$ cat src/hw/rtl/mbib_pkg.sv
// ----------------------------------------------------------------------------
// Mobius inverse / barycentric unit package
// Shared constants, register codes and fixed-point helper functions.
// ----------------------------------------------------------------------------
`default_nettype none

package mbib_pkg;

	localparam int FRAC_BITS_DEF   = 24;
	localparam int COORD_WIDTH_DEF = 32;
	localparam int POINT_W         = 32;
	localparam int WEIGHT_W        = 25;
	localparam int WEIGHT_FRAC     = 24;
	localparam int REG_W           = 64;
	localparam int CFG_IDX_W       = 3;
	localparam int WIDE_W          = 66;

	typedef logic signed [WIDE_W-1:0] wide_t;
	typedef logic [WEIGHT_W-1:0] weight_t;

	// Configuration register indexes.
	typedef enum logic [CFG_IDX_W-1:0] {
		REG_MOBIUS_A     = 3'd0,
		REG_MOBIUS_B     = 3'd1,
		REG_MOBIUS_C     = 3'd2,
		REG_MOBIUS_D     = 3'd3,
		REG_VERTEX_FIRST = 3'd4,
		REG_VERTEX_SECOND = 3'd5,
		REG_VERTEX_THIRD = 3'd6
	} cfg_reg_t;

	// Saturate a wide signed value to a cw-bit signed range.
	function automatic wide_t sat_w(input wide_t x, input int cw);
		wide_t hi;
		wide_t lo;
		hi = (wide_t'(1) <<< (cw - 1)) - wide_t'(1);
		lo = -hi - wide_t'(1);
		if (x > hi) return hi;
		if (x < lo) return lo;
		return x;
	endfunction

	// Convert a weight with f fraction bits to the 25-bit unsigned Q1.24 output format.
	function automatic weight_t to_q24(input wide_t w, input int f);
		logic [WIDE_W-1:0] u;
		u = w;
		if (f >= WEIGHT_FRAC) u = u >> (f - WEIGHT_FRAC);
		else u = u << (WEIGHT_FRAC - f);
		return u[WEIGHT_W-1:0];
	endfunction

endpackage

`default_nettype wire

$ cat src/hw/rtl/mbib_fmul.sv
// ----------------------------------------------------------------------------
// Registered fixed-point multiplier
// Exact signed product, floored to F fraction bits, saturated to CW bits.
// ----------------------------------------------------------------------------
`default_nettype none

module mbib_fmul #(
	parameter int CW = mbib_pkg::COORD_WIDTH_DEF,
	parameter int F  = mbib_pkg::FRAC_BITS_DEF
) (
	input  wire logic                 clk,
	input  wire logic                 en,
	input  wire logic signed [CW-1:0] a,
	input  wire logic signed [CW-1:0] b,
	output logic signed [CW-1:0]      prod_s1
);

	logic signed [2*CW-1:0] prod;

	// An arithmetic shift floors toward minus infinity.
	assign prod = a * b;

	always_ff @(posedge clk) begin
		if (en) begin
			prod_s1 <= CW'(mbib_pkg::sat_w(mbib_pkg::wide_t'(prod >>> F), CW));
		end
	end

endmodule

`default_nettype wire

$ cat config.mk
export PLATFORM = sky130hd
export DESIGN_NAME = mbib_fmul
export DESIGN_NICKNAME = d
export VERILOG_FILES = /design/src/hw/rtl/mbib_pkg.sv /design/src/hw/rtl/mbib_fmul.sv
export SDC_FILE = /design/constraint.sdc
export NUM_CORES = 2
export LEC_CHECK = 0
export ABC_AREA = 1
export BUFFER_PORTS_ARGS = -buffer_cell sky130_fd_sc_hd__buf_2
export CAP_MARGIN = 25
export CORE_UTILIZATION = 25
export CTS_CLUSTER_DIAMETER = 120
export DETAILED_ROUTE_END_ITERATION = 16
export PLACE_DENSITY_LB_ADDON = 0.2
export SLEW_MARGIN = 20
export SYNTH_ARGS = -nofsm -noshare
export SYNTH_HDL_FRONTEND = slang
export SYNTH_SLANG_ARGS = --single-unit
export TNS_END_PERCENT = 50
$ cat constraint.sdc
create_clock -name clk -period 7.88 [get_ports clk]
set_input_delay 0.394 -clock clk [delete_from_list [all_inputs] [get_ports clk]]
set_output_delay 0.394 -clock clk [all_outputs]
set_load 0.1 [all_outputs]
==> results.yml <==
floorplan:
  ios: 98
  initial_core_util: 0.253
  die_area_mm2: 0.158
  die_height_um: 398
  core_mm2: 0.155
  num_rows: 144
  chipWidth_um: 398
route:
  met1_length_um: 54700
  postRouteWirelength_um: 121000
  top_layer: "met4"
  ant_nets: 0
  wl_per_cell_um: 16.8
  via_count: 29400
  drc: 0
  drtIter0Drc: 1521
  dr_wl_met2_um: 62100
  dr.pass1.iters: 5
  via_per_inst: 4.08
  wl_met3_um: 2440
timing:
  setup_viol: 0
  tightest_slew_ns: 0.788
  fmax_mhz: 133
  finalCriticalPeriod_ns: 7.54
  maxSlewViolCount: 0
  tns_ns: 0
  rsz0062_at_grt: "false"
  relSlewSlack: 0.475
  min_period_over_period: 0.957
  final_hold_viol_count: 0
run:
  max-cap-violations: 0
min_path:
  hold_end: "prod_s1[31]$_SDFFCE_PN0P_"
  hold_depth: 1
  hold_path.startpoint: "en"
  hold_path.class: "in2reg"
worst_setup_path:
  cp.arrival_ns: 7.58
  worst_path_largest_cell_delay_ns: 0.61
  critPathBufInv: 11
  crit_slowest_cell: "fa_2"
  crit_fanout: 15
  critPathRequiredTime_ns: 7.91
  cp_top_family: "adder cells"
  endpoint_kind: "register"
  critPathKind: "in2reg"
  crit_top_cell: "nand2_1"
  startpoint_type: "primary input"
synthesis:
  yosysMostFrequentCell: "inv_1"
  netlist_instances: 4950
  syn_area_mm2: 0.0392
  synth-seq-cells: 32
  yosysTopAreaCell: "fa_1"
  ys.flop_type: "edfxtp_1"
  synth_common_cells: "inv_1 (1629), nand2_1 (1481), fa_1 (1081), clkbuf_1 (190), ha_1 (180)"
  avgSynthCellArea_um2: 7.92
  synth_edf_count: 32
  ys_top_cells_by_area: "fa_1 (55%), inv_1 (16%), nand2_1 (14%)"
  synth_nets: 6277
  synth_cell_types: 34
  async_reset_ff_frac: 0
  synth_top_area_share: 0.552
  yosysSeqAreaShare: 0.0245
  yosys_warnings: 0
cts:
  cts_tree: "yes"
  htreeDepth: 2
  cts-root-buf: "clkbuf_16"
  clk_pin_slew_ns: 0.06
  cts_made_buffers: 5
  cts.sinks: 32
  cts_buffer_depth: 2
  ctsHoldBuffers: 0
grt:
  antenna_found_initial: 7
  grt_max_degree: 33
  grt_pass1_wl_um: 194000
  overflow: 0
  track_usage: 0.159
  first_global_vias: 33000
place:
  globalplace.congestion: 0.898
  dp_hpwl_um: 109000
  port_buffers: 97
  dpl_cell_area_mm2: 0.0443
outcome:
  status: "completed"
cells_and_area:
  largest_reg_flops: 32
  layout.nets: 6489
  fill_cells: 16900
  area_delta_synth_final_pct: 14.2
  drive_gt1_frac: 0.0909
  fin_area_mm2: 0.0447
  top_register: "prod_s1"
  fin_util: 0.289
  top_regs: "prod_s1: 32 flops"
-- kinds of logic after synthesis --
logic type,share of synthesized area
buffers and inverters,0.176
AOI/OAI and AO/OA,0.0133
adders and majority gates,0.610
and+or+nand+nor,0.167
xor gates and xnor gates,0.00894
DFF,0.0245
-- worst max path at each step --
stage	from	endpoint	cells past startpoint
after floorplan	a[31]	prod_s1[0]$_SDFFCE_PN1P_	35
after global placement	a[31]	prod_s1[3]$_SDFFCE_PN1P_	34
after detailed placement	b[19]	prod_s1[9]$_SDFFCE_PN1P_	33
after CTS	a[31]	prod_s1[9]$_SDFFCE_PN1P_	32
after global routing	a[31]	prod_s1[26]$_SDFFCE_PN1P_	32
final	b[6]	prod_s1[20]$_SDFFCE_PN1P_	35
-- repair_timing --
| action | CTS | global route |
|---|---|---|
| buffers inserted | 0 | 5 |
| endpoints found under the setup margin | 0 | 31 |
| gates resized for setup | 0 | 45 |
-- layer usage --
metal,GRT usage,vias up
met4,0.0256,0
met2,0.289,419
met5,0,-
met1,0.212,15000
met3,0.00446,102
li1,-,13900
-- cells in the final DEF, fill, tap and decap left out, drive strengths merged --
cell type and instances:
a211oi 1, a21o 1, a21oi 66, a31oi 2
and2 1, and3 6, buf 396, clkbuf 12
clkinv 1, clkinvlp 2, diode 1, edfxtp 32
fa 1081, ha 180, inv 1629, nand2 1490
nand2b 2, nand3 38, nand3b 7, nand4 7
nor2 125, nor3 9, o2111ai 1, o21a 1
o21ai 13, o21bai 10, o31ai 1, or2 8
xnor2 19, xor2 21
-- area by class of cell --
type	count	area, um^2	area share
Tap cell	2044	2560	0.0572
Timing Repair Buffer	403	3450	0.0772
Multi-Input combinational cell	3090	31500	0.704
Clock buffer	5	125	0.00280
Clock inverter	2	12.5	0.000280
Inverter	1630	6120	0.137
Sequential cell	32	961	0.0215
Antenna cell	1	2.50	0.0000559
-- stage by stage --
stage                     worst slack (ns)  instances  hold WS (ns)
final                                0.337       7207         0.752
after global routing               0.00228       7207         0.809
after CTS                            0.139       7200         0.774
after detailed placement            -0.119       7193          1.04
after global placement              -0.130       7193          1.04
after floorplan                     0.0738       4950         0.506
Power is left out: the tool's default activity adds up to more than one toggle a clock period on the data nets, which glitch-free logic cannot reach.
